[config.mk]
export PLATFORM = sky130hd
export DESIGN_NAME = mpeg_audio_header_decoder_unit
export DESIGN_NICKNAME = d
export VERILOG_FILES = /design/src/sv/mahd_pkg.sv /design/src/sv/mahd_front.sv /design/src/sv/mahd_fifo.sv /design/src/sv/mahd_back.sv /design/src/sv/mpeg_audio_header_decoder_unit.sv
export VERILOG_INCLUDE_DIRS = /design/src /design/src/sv
export SDC_FILE = /design/constraint.sdc
export NUM_CORES = 1
export LEC_CHECK = 0
export ABC_AREA = 1
export BUFFER_PORTS_ARGS = -buffer_cell sky130_fd_sc_hd__buf_2
export CORE_ASPECT_RATIO = 0.75
export CORE_MARGIN = 2
export CORE_UTILIZATION = 41
export DETAILED_ROUTE_END_ITERATION = 10
export PLACE_DENSITY = 0.53
export SLEW_MARGIN = 20
export SYNTH_ARGS = -nofsm -noshare
export SYNTH_HDL_FRONTEND = slang
export SYNTH_SLANG_ARGS = --single-unit
export TNS_END_PERCENT = 5
[constraint.sdc]
create_clock -name clk -period 7.85 [get_ports clk]
set_input_delay 0.3925 -clock clk [delete_from_list [all_inputs] [get_ports clk]]
set_output_delay 0.3925 -clock clk [all_outputs]
set_load 0.05 [all_outputs]
[src/sv/mpeg_audio_header_decoder_unit_defines.svh]
// Assertion macros shared by the MPEG audio header decoder modules.
// Each macro expects clk and rst_n to be visible where it is used.
`ifndef MPEG_AUDIO_HEADER_DECODER_UNIT_DEFINES_SVH
`define MPEG_AUDIO_HEADER_DECODER_UNIT_DEFINES_SVH

// Same-cycle implication, disabled while reset is held.
`define MAHD_ASSERT_NOW(lbl, ante, cons, msg) \
  lbl: assert property (@(posedge clk) disable iff (!rst_n) (ante) |-> (cons)) \
    else $error(msg);

// Next-cycle implication, disabled while reset is held.
`define MAHD_ASSERT_NEXT(lbl, ante, cons, msg) \
  lbl: assert property (@(posedge clk) disable iff (!rst_n) (ante) |=> (cons)) \
    else $error(msg);

`endif

[src/sv/mahd_pkg.sv]
`timescale 1ns / 1ps
// Types, codes and tables for the MPEG audio header decoder.
// Used by every module of the block; depends on nothing.
package mahd_pkg;

  localparam logic [10:0] SYNC_PATTERN = 11'h7FF;

  localparam logic [1:0] VER_MPEG25 = 2'd0;
  localparam logic [1:0] VER_RSV    = 2'd1;
  localparam logic [1:0] VER_MPEG2  = 2'd2;
  localparam logic [1:0] VER_MPEG1  = 2'd3;

  localparam logic [1:0] LAYER_RSV = 2'd0;
  localparam logic [1:0] LAYER_3   = 2'd1;
  localparam logic [1:0] LAYER_2   = 2'd2;
  localparam logic [1:0] LAYER_1   = 2'd3;

  localparam logic [3:0] BIDX_FREE = 4'd0;
  localparam logic [3:0] BIDX_BAD  = 4'd15;
  localparam logic [1:0] SIDX_RSV  = 2'd3;

  typedef enum logic [2:0] {
    ST_OK          = 3'd0,
    ST_NO_SYNC     = 3'd1,
    ST_RSV_VERSION = 3'd2,
    ST_RSV_LAYER   = 3'd3,
    ST_BAD_BITRATE = 3'd4,
    ST_RSV_RATE    = 3'd5,
    ST_FREE_FORMAT = 3'd6
  } status_t;

  typedef enum logic [1:0] {
    BASE_44K1 = 2'd0,
    BASE_48K  = 2'd1,
    BASE_32K  = 2'd2
  } base_t;

  // Reciprocals of the base rates, scaled so that slots * 1000 / base
  // equals (slots * recip) >> RECIP_SHIFT exactly for 17-bit slot counts.
  localparam int unsigned RECIP_SHIFT = 26;
  localparam logic [21:0] RECIP_44K1 = 22'(((64'd10 << RECIP_SHIFT) + 64'd440) / 64'd441);
  localparam logic [21:0] RECIP_48K  = 22'(((64'd1 << RECIP_SHIFT) + 64'd47) / 64'd48);
  localparam logic [21:0] RECIP_32K  = 22'((64'd1 << RECIP_SHIFT) / 64'd32);

  localparam logic [8:0] BR_V1_L1 [16] = '{9'd0, 9'd32, 9'd64, 9'd96, 9'd128, 9'd160,
    9'd192, 9'd224, 9'd256, 9'd288, 9'd320, 9'd352, 9'd384, 9'd416, 9'd448, 9'd0};
  localparam logic [8:0] BR_V1_L2 [16] = '{9'd0, 9'd32, 9'd48, 9'd56, 9'd64, 9'd80,
    9'd96, 9'd112, 9'd128, 9'd160, 9'd192, 9'd224, 9'd256, 9'd320, 9'd384, 9'd0};
  localparam logic [8:0] BR_V1_L3 [16] = '{9'd0, 9'd32, 9'd40, 9'd48, 9'd56, 9'd64,
    9'd80, 9'd96, 9'd112, 9'd128, 9'd160, 9'd192, 9'd224, 9'd256, 9'd320, 9'd0};
  localparam logic [8:0] BR_V2_L1 [16] = '{9'd0, 9'd32, 9'd48, 9'd56, 9'd64, 9'd80,
    9'd96, 9'd112, 9'd128, 9'd144, 9'd160, 9'd176, 9'd192, 9'd224, 9'd256, 9'd0};
  localparam logic [8:0] BR_V2_L23 [16] = '{9'd0, 9'd8, 9'd16, 9'd24, 9'd32, 9'd40,
    9'd48, 9'd56, 9'd64, 9'd80, 9'd96, 9'd112, 9'd128, 9'd144, 9'd160, 9'd0};

  function automatic logic [8:0] bitrate_lookup(input logic [1:0] ver,
                                                input logic [1:0] lay,
                                                input logic [3:0] idx);
    logic [8:0] br;
    if (ver == VER_MPEG1) begin
      if (lay == LAYER_1) br = BR_V1_L1[idx];
      else if (lay == LAYER_2) br = BR_V1_L2[idx];
      else br = BR_V1_L3[idx];
    end else begin
      if (lay == LAYER_1) br = BR_V2_L1[idx];
      else br = BR_V2_L23[idx];
    end
    return br;
  endfunction

  // Classified header as it waits between the front and back parts.
  typedef struct packed {
    status_t     status;
    logic [1:0]  version_code;
    logic [1:0]  layer_code;
    logic        crc_present;
    logic [8:0]  bitrate_kbps;
    logic [15:0] sample_rate_hz;
    logic        padding_bit;
    logic [1:0]  channel_mode;
    logic [16:0] slots;
    base_t       base_sel;
    logic        layer_one;
  } item_t;

  // Result word, laid out so that the last field sits in the lowest bits.
  typedef struct packed {
    logic [11:0] frame_length;
    logic [1:0]  channel_mode;
    logic        padding_bit;
    logic [15:0] sample_rate_hz;
    logic [8:0]  bitrate_kbps;
    logic        crc_present;
    logic [1:0]  layer_code;
    logic [1:0]  version_code;
    status_t     status;
  } result_t;

endpackage

[src/sv/mahd_front.sv]
`timescale 1ns / 1ps
// Front part: accepts header words, checks sync and decodes fields and tables.
// Depends on mahd_pkg.
module mahd_front (
  input  logic             clk,
  input  logic             rst_n,
  input  logic             in_tvalid,
  output logic             in_tready,
  input  logic [31:0]      in_tdata,   // header_word[31:0]
  output logic             q_valid,
  input  logic             q_ready,
  output mahd_pkg::item_t  q_item
);

  logic            valid_r, valid_nxt;
  mahd_pkg::item_t item_r, item_nxt;

  logic [1:0]  ver, lay, sidx, shift;
  logic [3:0]  bidx;
  logic [8:0]  br;
  logic [15:0] base_hz, sr_hz;
  logic [16:0] kbr;
  logic [18:0] slots_w;
  mahd_pkg::status_t status;
  logic        accept;

  assign ver  = in_tdata[20:19];
  assign lay  = in_tdata[18:17];
  assign bidx = in_tdata[15:12];
  assign sidx = in_tdata[11:10];

  assign in_tready = !valid_r || q_ready;
  assign accept    = in_tvalid && in_tready;

  always_comb begin
    if (in_tdata[31:21] != mahd_pkg::SYNC_PATTERN) status = mahd_pkg::ST_NO_SYNC;
    else if (ver == mahd_pkg::VER_RSV) status = mahd_pkg::ST_RSV_VERSION;
    else if (lay == mahd_pkg::LAYER_RSV) status = mahd_pkg::ST_RSV_LAYER;
    else if (bidx == mahd_pkg::BIDX_BAD) status = mahd_pkg::ST_BAD_BITRATE;
    else if (sidx == mahd_pkg::SIDX_RSV) status = mahd_pkg::ST_RSV_RATE;
    else if (bidx == mahd_pkg::BIDX_FREE) status = mahd_pkg::ST_FREE_FORMAT;
    else status = mahd_pkg::ST_OK;
  end

  always_comb begin
    case (sidx)
      2'd0:    base_hz = 16'd44100;
      2'd1:    base_hz = 16'd48000;
      2'd2:    base_hz = 16'd32000;
      default: base_hz = 16'd0;
    endcase
    if (ver == mahd_pkg::VER_MPEG1) shift = 2'd0;
    else if (ver == mahd_pkg::VER_MPEG2) shift = 2'd1;
    else shift = 2'd2;
    sr_hz = base_hz >> shift;
    br    = mahd_pkg::bitrate_lookup(ver, lay, bidx);
  end

  // Slots times bitrate, scaled up by the sample rate divisor of MPEG2 and 2.5.
  always_comb begin
    case (lay)
      mahd_pkg::LAYER_1: kbr = 17'(br) * 17'd12;
      mahd_pkg::LAYER_2: kbr = 17'(br) * 17'd144;
      mahd_pkg::LAYER_3: kbr = (ver == mahd_pkg::VER_MPEG1) ? 17'(br) * 17'd144
                                                              : 17'(br) * 17'd72;
      default:           kbr = 17'd0;
    endcase
    slots_w = 19'(kbr) << shift;
  end

  always_comb begin
    item_nxt = '0;
    item_nxt.status = status;
    if (status != mahd_pkg::ST_NO_SYNC) begin
      item_nxt.version_code = ver;
      item_nxt.layer_code   = lay;
      item_nxt.crc_present  = ~in_tdata[16];
      item_nxt.padding_bit  = in_tdata[9];
      item_nxt.channel_mode = in_tdata[7:6];
    end
    if (status == mahd_pkg::ST_OK) item_nxt.bitrate_kbps = br;
    if (status == mahd_pkg::ST_OK || status == mahd_pkg::ST_FREE_FORMAT) begin
      item_nxt.sample_rate_hz = sr_hz;
    end
    item_nxt.slots     = slots_w[16:0];
    item_nxt.layer_one = (lay == mahd_pkg::LAYER_1);
    case (sidx)
      2'd0:    item_nxt.base_sel = mahd_pkg::BASE_44K1;
      2'd1:    item_nxt.base_sel = mahd_pkg::BASE_48K;
      default: item_nxt.base_sel = mahd_pkg::BASE_32K;
    endcase
  end

  always_comb begin
    valid_nxt = valid_r;
    if (accept) valid_nxt = 1'b1;
    else if (q_ready) valid_nxt = 1'b0;
  end

  always_ff @(posedge clk) begin
    if (!rst_n) begin
      valid_r <= 1'b0;
    end else begin
      valid_r <= valid_nxt;
    end
  end

  always_ff @(posedge clk) begin
    if (accept) begin
      item_r <= item_nxt;
    end
  end

  assign q_valid = valid_r;
  assign q_item  = item_r;

endmodule

[src/sv/mahd_fifo.sv]
`timescale 1ns / 1ps
// Two-entry queue between the front and back parts.
// Depends on mahd_pkg and the shared assertion macros.
`include "mpeg_audio_header_decoder_unit_defines.svh"
module mahd_fifo (
  input  logic             clk,
  input  logic             rst_n,
  input  logic             in_valid,
  output logic             in_ready,
  input  mahd_pkg::item_t  in_item,
  output logic             out_valid,
  input  logic             out_ready,
  output mahd_pkg::item_t  out_item
);

  logic [1:0]      count_r, count_nxt;
  mahd_pkg::item_t head_r, head_nxt, tail_r, tail_nxt;
  logic            push, pop;

  assign in_ready  = (count_r != 2'd2);
  assign out_valid = (count_r != 2'd0);
  assign push      = in_valid && in_ready;
  assign pop       = out_valid && out_ready;
  assign out_item  = head_r;

  always_comb begin
    count_nxt = count_r;
    head_nxt  = head_r;
    tail_nxt  = tail_r;
    case ({push, pop})
      2'b10: begin
        if (count_r == 2'd0) head_nxt = in_item;
        else tail_nxt = in_item;
        count_nxt = count_r + 2'd1;
      end
      2'b01: begin
        head_nxt  = tail_r;
        count_nxt = count_r - 2'd1;
      end
      2'b11: begin
        if (count_r == 2'd1) begin
          head_nxt = in_item;
        end else begin
          head_nxt = tail_r;
          tail_nxt = in_item;
        end
      end
      default: begin
        count_nxt = count_r;
      end
    endcase
  end

  always_ff @(posedge clk) begin
    if (!rst_n) begin
      count_r <= 2'd0;
    end else begin
      count_r <= count_nxt;
    end
  end

  always_ff @(posedge clk) begin
    head_r <= head_nxt;
    tail_r <= tail_nxt;
  end

  `MAHD_ASSERT_NOW(a_count_range, 1'b1, count_r != 2'd3, "queue count out of range")
  `MAHD_ASSERT_NEXT(a_drain_last, pop && !push && count_r == 2'd1, count_r == 2'd0,
                    "queue did not empty after last transfer out")
  `MAHD_ASSERT_NEXT(a_fill_empty, push && count_r == 2'd0, out_valid,
                    "queue not valid after transfer into empty queue")

endmodule

[src/sv/mahd_back.sv]
`timescale 1ns / 1ps
// Back part: frame length by reciprocal multiplication and the result register.
// Depends on mahd_pkg and the shared assertion macros.
`include "mpeg_audio_header_decoder_unit_defines.svh"
module mahd_back (
  input  logic               clk,
  input  logic               rst_n,
  input  logic               q_valid,
  output logic               q_ready,
  input  mahd_pkg::item_t    q_item,
  output logic               out_tvalid,
  input  logic               out_tready,
  output mahd_pkg::result_t  out_result
);

  logic              valid_r, valid_nxt;
  mahd_pkg::result_t res_r, res_nxt;
  logic [21:0]       recip;
  logic [38:0]       prod;
  logic [11:0]       quot, quot_pad;
  logic              take;

  assign take    = q_valid && q_ready;
  assign q_ready = !valid_r || out_tready;

  always_comb begin
    case (q_item.base_sel)
      mahd_pkg::BASE_44K1: recip = mahd_pkg::RECIP_44K1;
      mahd_pkg::BASE_48K:  recip = mahd_pkg::RECIP_48K;
      default:             recip = mahd_pkg::RECIP_32K;
    endcase
    prod     = 39'(q_item.slots) * 39'(recip);
    quot     = prod[mahd_pkg::RECIP_SHIFT +: 12];
    quot_pad = quot + 12'(q_item.padding_bit);
  end

  always_comb begin
    res_nxt.status         = q_item.status;
    res_nxt.version_code   = q_item.version_code;
    res_nxt.layer_code     = q_item.layer_code;
    res_nxt.crc_present    = q_item.crc_present;
    res_nxt.bitrate_kbps   = q_item.bitrate_kbps;
    res_nxt.sample_rate_hz = q_item.sample_rate_hz;
    res_nxt.padding_bit    = q_item.padding_bit;
    res_nxt.channel_mode   = q_item.channel_mode;
    if (q_item.status != mahd_pkg::ST_OK) res_nxt.frame_length = 12'd0;
    else if (q_item.layer_one) res_nxt.frame_length = {quot_pad[9:0], 2'b00};
    else res_nxt.frame_length = quot_pad;
  end

  always_comb begin
    valid_nxt = valid_r;
    if (take) valid_nxt = 1'b1;
    else if (out_tready) valid_nxt = 1'b0;
  end

  always_ff @(posedge clk) begin
    if (!rst_n) begin
      valid_r <= 1'b0;
    end else begin
      valid_r <= valid_nxt;
    end
  end

  always_ff @(posedge clk) begin
    if (take) begin
      res_r <= res_nxt;
    end
  end

  assign out_tvalid = valid_r;
  assign out_result = res_r;

  `MAHD_ASSERT_NOW(a_len_only_ok, valid_r && res_r.status != mahd_pkg::ST_OK,
                   res_r.frame_length == 12'd0, "frame length set on a faulty header")
  `MAHD_ASSERT_NOW(a_nosync_clear, valid_r && res_r.status == mahd_pkg::ST_NO_SYNC,
                   res_r.bitrate_kbps == 9'd0 && res_r.sample_rate_hz == 16'd0 &&
                   res_r.version_code == 2'd0, "fields set without sync")

endmodule

[src/sv/mpeg_audio_header_decoder_unit.sv]
`timescale 1ns / 1ps
// MPEG audio frame header decoder, top level.
// Joins mahd_front, mahd_fifo and mahd_back; uses mahd_pkg.
//
// The in_ channel carries one 32-bit candidate frame header per transfer,
// bit 31 being the first bit of the stream. For every header the out_
// channel returns exactly one result: status, raw version, layer, CRC,
// padding and channel mode bits, table bitrate and sample rate, and the
// frame length in bytes, in the order the headers arrived.
// A header is classified in the front register, waits in a two-entry
// queue and has its frame length formed in the back register, which
// divides by the sample rate through one 17 x 22 bit reciprocal multiply.
// A result passes through the front register, the queue and the back register
// before it appears on the out_ ports, and the block takes one
// header every cycle while the receiver keeps up.
// When out_tready is low the result holds, the queue fills and in_tready
// falls only once the queue and the front register are both full.
// A synchronous reset with rst_n low empties every stage; no table needs
// initialising, so headers are taken in the first cycle after reset.
module mpeg_audio_header_decoder_unit (
  input  logic        clk,
  input  logic        rst_n,
  input  logic        in_tvalid,
  output logic        in_tready,
  input  logic [31:0] in_tdata,   // header_word[31:0]
  output logic        out_tvalid,
  input  logic        out_tready,
  // status[2:0], version_code[4:3], layer_code[6:5], crc_present[7],
  // bitrate_kbps[16:8], sample_rate_hz[32:17], padding_bit[33],
  // channel_mode[35:34], frame_length[47:36]
  output logic [47:0] out_tdata
);

  logic              fq_valid, fq_ready, qb_valid, qb_ready;
  mahd_pkg::item_t   fq_item, qb_item;
  mahd_pkg::result_t result;

  mahd_front u_front (
    .clk       (clk),
    .rst_n     (rst_n),
    .in_tvalid (in_tvalid),
    .in_tready (in_tready),
    .in_tdata  (in_tdata),
    .q_valid   (fq_valid),
    .q_ready   (fq_ready),
    .q_item    (fq_item)
  );

  mahd_fifo u_fifo (
    .clk       (clk),
    .rst_n     (rst_n),
    .in_valid  (fq_valid),
    .in_ready  (fq_ready),
    .in_item   (fq_item),
    .out_valid (qb_valid),
    .out_ready (qb_ready),
    .out_item  (qb_item)
  );

  mahd_back u_back (
    .clk        (clk),
    .rst_n      (rst_n),
    .q_valid    (qb_valid),
    .q_ready    (qb_ready),
    .q_item     (qb_item),
    .out_tvalid (out_tvalid),
    .out_tready (out_tready),
    .out_result (result)
  );

  assign out_tdata = result;

endmodule

* Word-level counts from Yosys, hierarchy flattened
Memories as Yosys holds them, arrays and structs flattened. Index checks and enable logic that the tools add are counted.
Word-level totals: memories 5, register bits 220, output and inout bits 50, memory bits (read-only) 720, input bits 36
Operators by class: $lt $le $gt $ge 1, reductions and logical operators 24, muxes and demuxes 39, multipliers 4, eq/ne operators 22, bitwise gates (word level) 2, add/subtract/negate cells 3, shift operators 2
Memories:
- (no name shown) | depth 16, width 9, read ports 1, clocked after Yosys merged registers in 0, wr ports 0, RTL line mahd_pkg.sv:61 | if (lay == LAYER_1) br = BR_V1_L1[idx];
- (no name shown) | depth 16, width 9, read ports 1, clocked after Yosys merged registers in 0, wr ports 0, RTL line mahd_pkg.sv:62 | else if (lay == LAYER_2) br = BR_V1_L2[idx];
- (no name shown) | depth 16, width 9, read ports 1, clocked after Yosys merged registers in 0, wr ports 0, RTL line mahd_pkg.sv:63 | else br = BR_V1_L3[idx];
- (no name shown) | depth 16, width 9, read ports 1, clocked after Yosys merged registers in 0, wr ports 0, RTL line mahd_pkg.sv:65 | if (lay == LAYER_1) br = BR_V2_L1[idx];
- (no name shown) | depth 16, width 9, read ports 1, clocked after Yosys merged registers in 0, wr ports 0, RTL line mahd_pkg.sv:66 | else br = BR_V2_L23[idx];
Operators with widths (count):
- $mux 56 | 4
- $pmux 56 s3 | 1
- $mux 9 | 14
- $pmux 56 s2 | 1
- $pmux 17 s3 | 1
- $pmux 16 s3 | 1
- $pmux 22 s2 | 1
- $mul 17x22->38 | 1
- $mul 9x4->13 const B | 2
- $mux 3 | 6
- $mux 17 | 1
- $shl 17x2->17 | 1
- $eq 2x2->1 const B | 8
- $shr 16x2->16 | 1
- $add 12x1->12 | 1
- $eq 2x1->1 const B | 6
- $mux 12 | 1
- $mul 9x2->11 const B | 1
- $ne 11x11->1 const B | 1
- $reduce_bool 2->1 | 5
- $logic_not 2->1 | 4
- $pmux 2 s2 | 2
- $ne 2x2->1 const B | 3
- $reduce_bool 3->1 | 2
- other kinds (19) | 28

* Depth between registers and ports, before layout
Gate-level depths: netlist of the first run.
depth after elaboration 11, mapped depth 35

* Cells and area by module
A second synthesis of the first run with hierarchy kept.
Second synthesis, totals: cells, all modules 2263, area, all modules 20009.2 um^2
By module, submodules not included:
- mahd_back | times used 1, cells an instance 1379, area each 11591.1 um^2
- mahd_fifo | times used 1, cells an instance 447, area each 4849.7 um^2
- mahd_front | times used 1, cells an instance 437, area each 3568.4 um^2

* Least setup slack after synthesis of the first run
OpenSTA, ideal clock, no wires.
kind flip-flop to flip-flop, start point register u_fifo.head_r (netlist bit u_fifo.out_item[2]), end point register u_back.res_r (netlist bit u_back.out_result[46]), data pin, data required time 7.597 ns, slack 1.632 ns, clock period less this slack 6.218 ns, cell stages (with the launch flop) 30, path buffers 2, data arrival time 5.965 ns, cells stage by stage edfxtp_1 clkbuf_1 nor2_1 inv_1 clkbuf_1 nor2_1 inv_1 fa_1 fa_1 inv_1 fa_1 fa_1 inv_1 fa_1 inv_1 ha_1 ha_1 nand2_1 inv_1 a21oi_1 nand2_1 a31oi_1 xnor2_1 ha_1 ha_1 nand3_2 nor2_4 nand3_1 nand3_1 nand2_1
Between the ends: cells in the longest elaborated chain, start to end 5, elaborated cells between the ends (all ways) 6, those cells by class 1 x add/sub; 1 x mul; 1 x eq/ne; 2 x mux; 1 x reduce/logical
RTL lines:
- from (decl) | RTL line mahd_fifo.sv:17 | mahd_pkg::item_t head_r, head_nxt, tail_r, tail_nxt;
- from (signal assigned) | RTL line mahd_fifo.sv:63 | head_r <= head_nxt;
- $eq 2x1->1 or $logic_not 2->1 (tied branches) | RTL line mahd_back.sv:27 | case (q_item.base_sel)
- $pmux 22 s2 * | RTL line mahd_back.sv:27
- $mul 17x22->38 * | RTL line mahd_back.sv:32 | prod = 39'(q_item.slots) * 39'(recip);
- $add 12x1->12 * | RTL line mahd_back.sv:34 | quot_pad = quot + 12'(q_item.padding_bit);
- $mux 12 * | RTL line mahd_back.sv:47 | else if (q_item.layer_one) res_nxt.frame_length = {quot_pad[9:0], 2'b00};
- to (signal assigned) | RTL line mahd_back.sv:67 | res_r <= res_nxt;
- to (decl) | RTL line mahd_back.sv:17 | mahd_pkg::result_t res_r, res_nxt;
Every way passes the cells marked *; elsewhere a longest branch is shown, timed or not. A chain may end at the register's enable or synchronous reset.

* Worst setup path after layout of the first run
start point register u_fifo.head_r (netlist bit u_fifo.out_item[2]), end point register u_back.res_r (netlist bit u_back.out_result[42]), data pin
The elaborated chain is that of the path after synthesis.

==> results of run 1 <==
## routing by layer
layer,share of wire (%),routed length [um]
met3,6.6,2473
met4,0.89,333
met2,39,14560
met5,0,0
met1,54,20130
## state kept, by name (all words and copies together), names as in the netlist
| name | flops |
|---|---|
| u_back.out_tvalid | 1 |
| u_fifo.count_r | 2 |
| u_front.q_valid | 1 |
| u_fifo.tail_r | 48 |
| u_back.out_result | 45 |
| u_front.q_item | 48 |
| u_fifo.out_item | 48 |
## cell usage after synthesis (3+ instances only)
cell / n
nor2_1: 118
fa_1: 131
or2_1: 3
o221ai_1: 5
o21ai_0: 33
xnor2_1: 9
and3_1: 5
nand4_1: 3
nor2_2: 7
ha_1: 177
o22ai_1: 54
nand3_1: 57
xor2_1: 10
inv_1: 390
nor3_2: 3
buf_2: 5
edfxtp_1: 189
buf_4: 5
nor3_1: 7
a21oi_1: 46
clkbuf_1: 22
nand2_2: 8
o21bai_1: 7
nand3_2: 4
a22oi_1: 4
nand2_1: 332
o21ai_1: 14
inv_2: 16
o211ai_1: 9
dfxtp_1: 4
## layout by cell type (no fill, tap or decap), types with 3 or more instances in the layout
cell type / Yosys / routed
o21ai_1: 14 / 14
nor3_2: 3 / 3
fa_1: 131 / 131
dfxtp_1: 4 / 4
nand2_2: 8 / 8
clkbuf_16: 0 / 17
ha_1: 177 / 177
or2_1: 3 / 3
xor2_1: 10 / 10
conb_1: 1 / 9
nand3_1: 57 / 57
inv_2: 16 / 16
buf_4: 5 / 12
nand4_1: 3 / 3
and3_1: 5 / 5
nand3_2: 4 / 4
o221ai_1: 5 / 5
edfxtp_1: 189 / 189
nor2_1: 118 / 118
o21bai_1: 7 / 7
inv_6: 0 / 3
o21ai_0: 33 / 32
inv_1: 390 / 389
inv_8: 0 / 3
nor2_2: 7 / 7
nor3_1: 7 / 7
a21oi_1: 46 / 43
o211ai_1: 9 / 9
o22ai_1: 54 / 54
buf_2: 5 / 75
a22oi_1: 4 / 4
xnor2_1: 9 / 9
nand2_1: 332 / 332
clkinv_8: 0 / 5
a21oi_4: 0 / 3
## per-stage QoR
| stage | worst slack (ns) | utilization, % | hold slack, ns | instances |
|---|---|---|---|---|
| 2_1_floorplan | 1.632 | - | 0.4003 | 1714 |
| 3_3_place_gp | 0.7593 | 44.30 | 0.4032 | 2279 |
| 3_5_place_dp | 0.7153 | 44.30 | 0.4045 | 2279 |
| 4_1_cts | 0.6813 | 45.92 | 0.1659 | 2311 |
| 5_1_grt | 0.1995 | 45.92 | 0.1711 | 2311 |
| 6_report | 0.6326 | 45.92 | 0.1957 | 2311 |
## worst max-delay path by stage
stage	slack, ns	startpoint	cells after the start	to
floorplan	1.63	u_fifo.out_item[2]$_DFFE_PP_	29	u_back.out_result[46]$_SDFFCE_PP0P_
global placement	0.76	u_fifo.out_item[2]$_DFFE_PP_	27	u_back.out_result[41]$_SDFFCE_PP0P_
detailed placement	0.72	u_fifo.out_item[2]$_DFFE_PP_	26	u_back.out_result[42]$_SDFFCE_PP0P_
CTS	0.68	u_fifo.out_item[2]$_DFFE_PP_	26	u_back.out_result[42]$_SDFFCE_PP0P_
global route	0.20	u_fifo.out_item[2]$_DFFE_PP_	28	u_back.out_result[41]$_SDFFCE_PP0P_
finish	0.63	u_fifo.out_item[2]$_DFFE_PP_	26	u_back.out_result[42]$_SDFFCE_PP0P_
## critical path: cells and delay by family, from the launching register on
kind / cells / cell delay [ns]
AND/OR/NAND/NOR: 7 / 1.42
adder cells (fa/ha/maj): 9 / 3.56
AO/OA/AOI/OAI: 2 / 0.40
XOR/XNOR: 2 / 0.43
flip-flops: 1 / 0.62
buffers and inverters: 6 / 0.51
## kinds of logic (layout without fill, tap and decap cells)
logic type | Yosys count | count (layout) | share of synthesized area (%)
adders and majority gates | 308 | 308 | 30.40
AOI/OAI and AO/OA | 182 | 182 | 6.841
xor gates and xnor gates | 20 | 20 | 1.148
other | 1 | 9 | 0.02357
and+or+nand+nor | 561 | 561 | 14.86
DFF | 193 | 193 | 36.17
buffers and inverters | 441 | 526 | 10.56
## cell type report
class                           count  area [sq um]  area share, %
Inverter                          407          1529          8.707
Clock inverter                     14         188.9          1.076
Tap cell                          512         640.6          3.648
Multi-Input combinational cell   1080          8552          48.70
Sequential cell                   193          5756          32.78
Timing Repair Buffer               87         465.4          2.651
Clock buffer                       18         429.2          2.444
==> results.md, run 1 <==
- Post-CTS resize count: 0
- Synth cell types: 50
- Setup crit start kind: register
- Worst-skew pair later-pin latency: 0.45 ns
- Fmax: 0.1386 GHz
- Worst Path Arrival: 7.43 ns
- Via density: 4.819
- # setup viols final: 0
- Sequential fraction of the synthesis area: 36.17%
- Fin nets: 2130
- Port Buf Inserts: 75
- Worst Setup End Kind: register
- Worst-path clk slew: 0.08 ns
- Final hold violation count: 0
- H-Tree Level Count: 4
- Die height: 174.6 um
- CTS tree: built
- Syn Inst Count: 1706
- Fin crit period: 7.217 ns
- CTS Hold Bufs: 0
- Ys Warns: 0
- Met1 Use GR: 31.96%
- Routed len/inst: 16.22 um
- Total Wirelength: 37.49 mm
- Most used cell along the critical path: inv_1
- Slew @ Worst Pin: 1.033 ns
- Die area: 40420 sq um
- CTS Sinks: 193
- Remaining global-route overflow: 0
- Worst Hold Path EP: u_fifo.count_r[0]$_SDFFE_PN0P_
- Worst endpoint required time: 8.06 ns
- Met3 Use GR: 3.623%
- Placer Congestion: 0.9124
- Setup CP Type: reg2reg
- Synthesized area: 15910 sq um
- Via count: 11140
- Largest net degree at the start of global routing: 85
- Post-synthesis average cell area: 9.328 sq um
- Area grow syn2layout: 10.36%
- Final setup TNS: 0 ns
- Delay of the slowest critical-path stage: 0.62 ns
- Worst min-delay path category: in2reg
- Num CTS Buffers: 17
- Hold Crit Start: rst_n
- Ys flop type: edfxtp_1
- Core area: 38240 sq um
- Final worst-path cycle share: 91.94%
- Crit-path max FO: 16
- Post-DP HPWL: 30.15 mm
- FP Rows: 62
- Reg2reg end: u_back.out_result[42]$_SDFFCE_PP0P_
- Setup repair bufs after CTS: 0
- Antenna Violating Nets Remaining: 0
- # diodes: 0
- Cell depth of the worst hold path: 3
- Worst Skew: 0.01237 ns
- Die extent in x: 231.5 um
- Area fraction of the dominant cell type after synthesis: 35.67%
- Initial core utilization: 41.61%
- Synth area leaders: edfxtp_1 36%, fa_1 16%, ha_1 14%
- Filler instances: 3640
- Total Routing Usage GR: 19.31%
- Status: finished clean
- Worst R2R Path Depth: 26
- Root Buffer Master: clkbuf_16
- Area after DPL: 16940 sq um
- Initial DRC Count: 816
- Slew HR: 31.16%
- Met2 global-route usage: 25.91%
- TritonRoute pass-1 iters: 5
- Flops & latches, synth: 193
- R2r startpoint: u_fifo.out_item[2]$_DFFE_PP_
- DR DRC count: 0
- Vias in the first global route: 10830
- Largest area contributor in the netlist: edfxtp_1
- Post-route cell area: 17560 sq um
- Layout cell share with drive strength beyond 1: 9.783%
- Asr flop ratio synth: 0%
- IO Pins: 86
- Antenna violations before repair: 2
- Critical path's slowest cell: edfxtp_1
- Post-synth EDFFs: 189
- Worst reg2reg setup slack: 0.63 ns
- Busiest grt layer: met1
- Clk buf depth: 2
- RSZ-0062 raised after global routing: false
- Final Max Tran Viols: 0
- First-pass GRT wire length: 60.05 mm
- Max-cap viol count: 0
Power of run 1 is left out: the tool's default activity adds up to more than one toggle a clock period on the data nets, which glitch-free logic cannot reach.
==> run 2: changes to the inputs <==
CELL_PAD_IN_SITES_DETAIL_PLACEMENT = 2   (was default)
CELL_PAD_IN_SITES_GLOBAL_PLACEMENT = 2   (was default)
CORE_UTILIZATION = 40   (was 41)
PLACE_DENSITY = 0.77   (was 0.53)
==> results.md, run 2 (synthesis gave the netlist of run 1 again) <==
- Status: finished clean
- Area of the multi-input gates: 8562 sq um (+0.12%)
- Routed len/inst: 24.26 um (+50%)
- First-pass GRT wire length: 86.05 mm (+43%)
- Slew HR: 37.45% (+6.3 points)
- Most used cell along the critical path: inv_1
- Total Wirelength: 56.41 mm (+50%)
- Remaining global-route overflow: 0 (unchanged)
- Worst Setup End Kind: register
- Final Max Tran Viols: 0 (unchanged)
- CP bufs+invs: 7 (+1)
- Initial DRC Count: 848 (+3.9%)
- Worst reg2reg setup slack: 0.55 ns (-0.08 ns)
- Placer Congestion: 0.9046 (-0.85%)
- Core area: 39410 sq um (+3.1%)
- Worst-path clk slew: 0.07 ns (about the same)
- Antenna Violating Nets Remaining: 0 (unchanged)
- Commonest non-fill, non-tap cell in the layout: inv_1
- Die height: 176.7 um (+1.2%)
- Total Routing Usage GR: 28.35% (+9.0 points)
- RSZ-0062 raised after global routing: false
- Root Buffer Master: clkbuf_16
- Worst-skew pair later-pin latency: 0.45 ns (about the same)
- Vias in the first global route: 14100 (+30%)
- Area grow syn2layout: 10.69%
- Worst endpoint required time: 8.05 ns (about the same)
- # setup viols final: 0 (unchanged)
- TritonRoute pass-1 iters: 5 (unchanged)
- Num CTS Buffers: 17 (unchanged)
- Clk buf depth: 2 (unchanged)
- Via count: 12380 (+11%)
- Layout cell share with drive strength beyond 1: 10.09% (+0.31 points)
- Via density: 5.323 (+10%)
- Fin nets: 2135 (+0.23%)
- Setup crit start kind: register
- Largest net degree at the start of global routing: 72 (-15%)
- Worst Skew: 0.01138 ns (-0.0009928 ns)
- Setup CP Type: reg2reg
- CTS Sinks: 193 (unchanged)
- Die area: 41410 sq um (+2.4%)
- CTS Hold Bufs: 0 (unchanged)
- Crit-path max FO: 11 (-5)
- H-Tree Level Count: 4 (unchanged)
- Worst Path Arrival: 7.50 ns (+0.07 ns)
- Commonest cells after routing, fill and taps aside: 389 x inv_1, 332 x nand2_1, 189 x edfxtp_1
- Antenna violations before repair: 2 (unchanged)
- Post-DP HPWL: 46.20 mm (+53%)
- Reg area: 5756 sq um (unchanged)
- Max-cap viol count: 0 (unchanged)
- Slew @ Worst Pin: 0.9311 ns (-0.1015 ns)
- Filler instances: 4278 (+18%)
- Final worst-path cycle share: 92.93% (+0.99 points)
- Die extent in x: 234.3 um (+1.2%)
- Fin crit period: 7.295 ns (+0.07779 ns)
- Final setup TNS: 0 ns (unchanged)
- Port Buf Inserts: 75 (unchanged)
- Final hold violation count: 0 (unchanged)
- Worst min-delay path category: in2reg
- Initial core utilization: 40.37% (-1.2 points)
- FP Rows: 63 (+1.6%)
- Fmax: 0.1371 GHz (-1.1%)
- Delay of the slowest critical-path stage: 0.63 ns (about the same)
- CTS tree: built
- IO Pins: 86 (unchanged)
- Crit-path leading delay family: adder cells
- DR DRC count: 0 (unchanged)
- Critical path's slowest cell: fa_1
run 2: cell types whose count changed in the layout (fill, tap and decap cells not counted), sizes merged:
cell / delta
buf: +5
clkinvlp: +1
diode: +1
clkinv: -5
bufinv: +2
inv: -4
clkbuf: +6
run 2: what timing repair did:
action / CTS / global route
setup endpoints to repair: 0 / 4
gates resized for setup: 0 / 3
setup buffers: 0 / 4
hold endpoints to repair: 0 / 0
run 2: per-layer routing:
metal / wire [um] / track usage, %
met3: 2874 / 5.042
met4: 1355 / 8.071
met2: 26520 / 46.41
met5: 18 / 0
met1: 25640 / 38.64
run 2: path summary, 6_finish.rpt:
check	start	endpoint	depth (start not counted)
max	u_fifo.out_item[2]$_DFFE_PP_	u_back.out_result[45]$_SDFFCE_PP0P_	29
min	rst_n	u_fifo.count_r[0]$_SDFFE_PN0P_	3
max reg2reg	u_fifo.out_item[2]$_DFFE_PP_	u_back.out_result[45]$_SDFFCE_PP0P_	29
min reg2reg	u_fifo.out_item[31]$_DFFE_PP_	u_back.out_result[25]$_DFFE_PP_	0
run 2: tightest hold or removal path: stages:
cell     delay, ns
buf_2         0.11
o21ai_0       0.08
a21oi_1       0.05
run 2: layout make-up:
class,count,share of cell area [%]
timing repair buffer,92,2.856
multi-input combinational,1080,48.61
inverter,407,8.681
clock inverter,8,0.7317
sequential,193,32.68
clock buffer,24,2.735
tap,520,3.694
antenna,1,0.01421
run 2: stage by stage:
step           instances  cell area [sq um]  worst slack (ns)  util, %  hold WS (ns)
2_1_floorplan       1714              15940             1.632        -        0.4003
3_3_place_gp        2288              16960            0.6497    43.03        0.4012
3_5_place_dp        2288              16960            0.3561    43.03        0.4119
4_1_cts             2320              17570            0.3434    44.58        0.2215
5_1_grt             2324              17610            0.2066    44.68        0.2424
6_report            2325              17610            0.5548    44.69        0.2355
Power of run 2 is left out for the same reason.
==> run 3: changes to the inputs <==
BUFFER_PORTS_ARGS = default   (was -buffer_cell sky130_fd_sc_hd__buf_2)
CORE_UTILIZATION = 41   (was 40)
DONT_BUFFER_PORTS = 1   (was default)
PLACE_DENSITY = 0.76   (was 0.77)
==> results.md, run 3 (synthesis gave the netlist of run 1 again) <==
- Status: finished clean
- Root Buffer Master: clkbuf_16
- Clk buf depth: 2 (unchanged)
- Met1 Use GR: 38.53% (-0.11 points)
- Vias in the first global route: 13540 (-4.0%)
- Filler instances: 4165 (-2.6%)
- Layout Cells excl Fill: 2246 (-3.4%)
- Die area: 40420 sq um (-2.4%)
- Area of the multi-input gates: 8557 sq um (about the same)
- Worst-path clk slew: 0.09 ns (+0.02 ns)
- Final worst-path cycle share: 96.09% (+3.2 points)
- CTS Sinks: 193 (unchanged)
- Initial core utilization: 41.61% (+1.2 points)
- Fin crit period: 7.543 ns (+0.2482 ns)
- Core area: 38240 sq um (-3.0%)
- Placer Congestion: 0.9124 (+0.86%)
- Final hold violation count: 0 (unchanged)
- Die extent in x: 231.5 um (-1.2%)
- Via count: 12060 (-2.6%)
- Slew @ Worst Pin: 1.056 ns (+0.1244 ns)
- Reg area: 5756 sq um (unchanged)
- Crit-path max FO: 11 (unchanged)
- IO Pins: 86 (unchanged)
- Num CTS Buffers: 17 (unchanged)
- Initial DRC Count: 913 (+7.7%)
- CTS tree: built
- Worst endpoint required time: 8.08 ns (+0.03 ns)
- Die height: 174.6 um (-1.2%)
- Met3 Use GR: 6.266% (+1.2 points)
- Commonest cells after routing, fill and taps aside: 389 x inv_1, 332 x nand2_1, 189 x edfxtp_1
- Final Max Tran Viols: 0 (unchanged)
- Worst Skew: 0.01992 ns (+0.008546 ns)
- Setup crit start kind: register
- FP Rows: 62 (-1.6%)
- Cells after DPL: 2209 (-3.5%)
- Via density: 5.369 (+0.87%)
- H-Tree Level Count: 4 (unchanged)
- Layout cell share with drive strength beyond 1: 6.293% (-3.8 points)
- # setup viols final: 0 (unchanged)
- CTS Hold Bufs: 0 (unchanged)
- Worst Setup End Kind: register
- Fin nets: 2063 (-3.4%)
- Total Routing Usage GR: 28.55% (+0.20 points)
- TritonRoute pass-1 iters: 5 (unchanged)
- Post-DP HPWL: 45.50 mm (-1.5%)
- Routed len/inst: 25.14 um (+3.6%)
- Max-cap viol count: 0 (unchanged)
- Total Wirelength: 56.46 mm (about the same)
- Worst min-delay path category: in2reg
- Area grow syn2layout: 8.224%
- Commonest non-fill, non-tap cell in the layout: inv_1
- Antenna Violating Nets Remaining: 0 (unchanged)
- Busiest grt layer: met2
- Met2 global-route usage: 47.21% (+0.79 points)
- First-pass GRT wire length: 85.01 mm (-1.2%)
- Setup CP Type: reg2reg
- Slew HR: 29.37% (-8.1 points)
- Worst-skew pair later-pin latency: 0.47 ns (+0.02 ns)
- Antenna violations before repair: 5 (+3)
- Worst Path Arrival: 7.77 ns (+0.27 ns)
- DR DRC count: 0 (unchanged)
- Largest net degree at the start of global routing: 59 (-18%)
- Remaining global-route overflow: 0 (unchanged)
- Fmax: 0.1326 GHz (-3.3%)
- Port Buf Inserts: 0 (-100%)
[run 3: changes by cell type in the layout (fill, tap and decap cells not counted), sizes merged, moves of 3 or more]
cell    delta
clkinv     +4
buf       -72
clkbuf     -5
inv        +3
[run 3: critical path, cell delays in order, from the launching register on]
cell and delay, ns:
edfxtp_1 0.38, buf_4 0.20, buf_4 0.15, buf_4 0.17
nor2_1 0.68, ha_1 0.42, fa_1 0.51, fa_1 0.55
inv_1 0.08, fa_1 0.52, fa_1 0.69, inv_1 0.08
ha_1 0.30, ha_1 0.35, nand2_1 0.13, inv_1 0.05
a21oi_1 0.21, nand2_1 0.12, a31oi_1 0.18, xnor2_1 0.22
ha_1 0.24, inv_1 0.05, nor2_1 0.20, nand3_2 0.20
nor2_2 0.22, nand3b_1 0.17, nand3_1 0.15, nand2_1 0.07
[run 3: area by class of cell]
cell class / instances / share of cell area [%]
clock buffers: 19 / 2.514
flip-flops and latches: 193 / 33.42
inverters: 407 / 8.878
diodes: 2 / 0.02906
repair buffers: 20 / 0.8718
multi-input cells: 1080 / 49.69
clock inverters: 13 / 0.8791
well taps: 512 / 3.720
[run 3: path summary, 6_finish.rpt]
check                                startpoint                             endpoint  slack, ns  depth (start not counted)
hold / removal                            rst_n       u_back.out_tvalid$_SDFFE_PN0P_       0.12                          2
hold reg to reg   u_fifo.out_item[24]$_DFFE_PP_      u_back.out_result[18]$_DFFE_PP_       0.43                          0
setup / recovery   u_fifo.out_item[2]$_DFFE_PP_  u_back.out_result[47]$_SDFFCE_PP0P_       0.31                         27
setup reg to reg   u_fifo.out_item[2]$_DFFE_PP_  u_back.out_result[47]$_SDFFCE_PP0P_       0.31                         27
[run 3: per-layer routing]
metal | wire length, um | vias up | part of all wire (%)
met5 | 12 | - | 0.021
met4 | 916 | 2 | 1.6
met3 | 3323 | 59 | 5.9
met2 | 26910 | 322 | 48
met1 | 25300 | 6226 | 45
li1 | - | 5450 | -
[run 3: metrics by stage]
| step | TNS (ns) | hold WS [ns] | area, sq um | utilization (%) | setup slack (ns) |
|---|---|---|---|---|---|
| floorplan | 0 | 0.4003 | 15940 | - | 1.632 |
| global placement | 0 | 0.4022 | 16600 | 43.42 | 0.7598 |
| detailed placement | 0 | 0.4057 | 16600 | 43.42 | 0.3858 |
| CTS | 0 | 0.1043 | 17190 | 44.95 | 0.2797 |
| global route | -0.009106 | 0.1223 | 17220 | 45.02 | -0.009106 |
| finish | 0 | 0.1230 | 17220 | 45.03 | 0.3066 |
[run 3: timing repair]
item	CTS	global route
gates resized for setup	0	2
setup buffers	0	3
setup endpoints to repair	0	7
Power of run 3 is left out for the same reason.
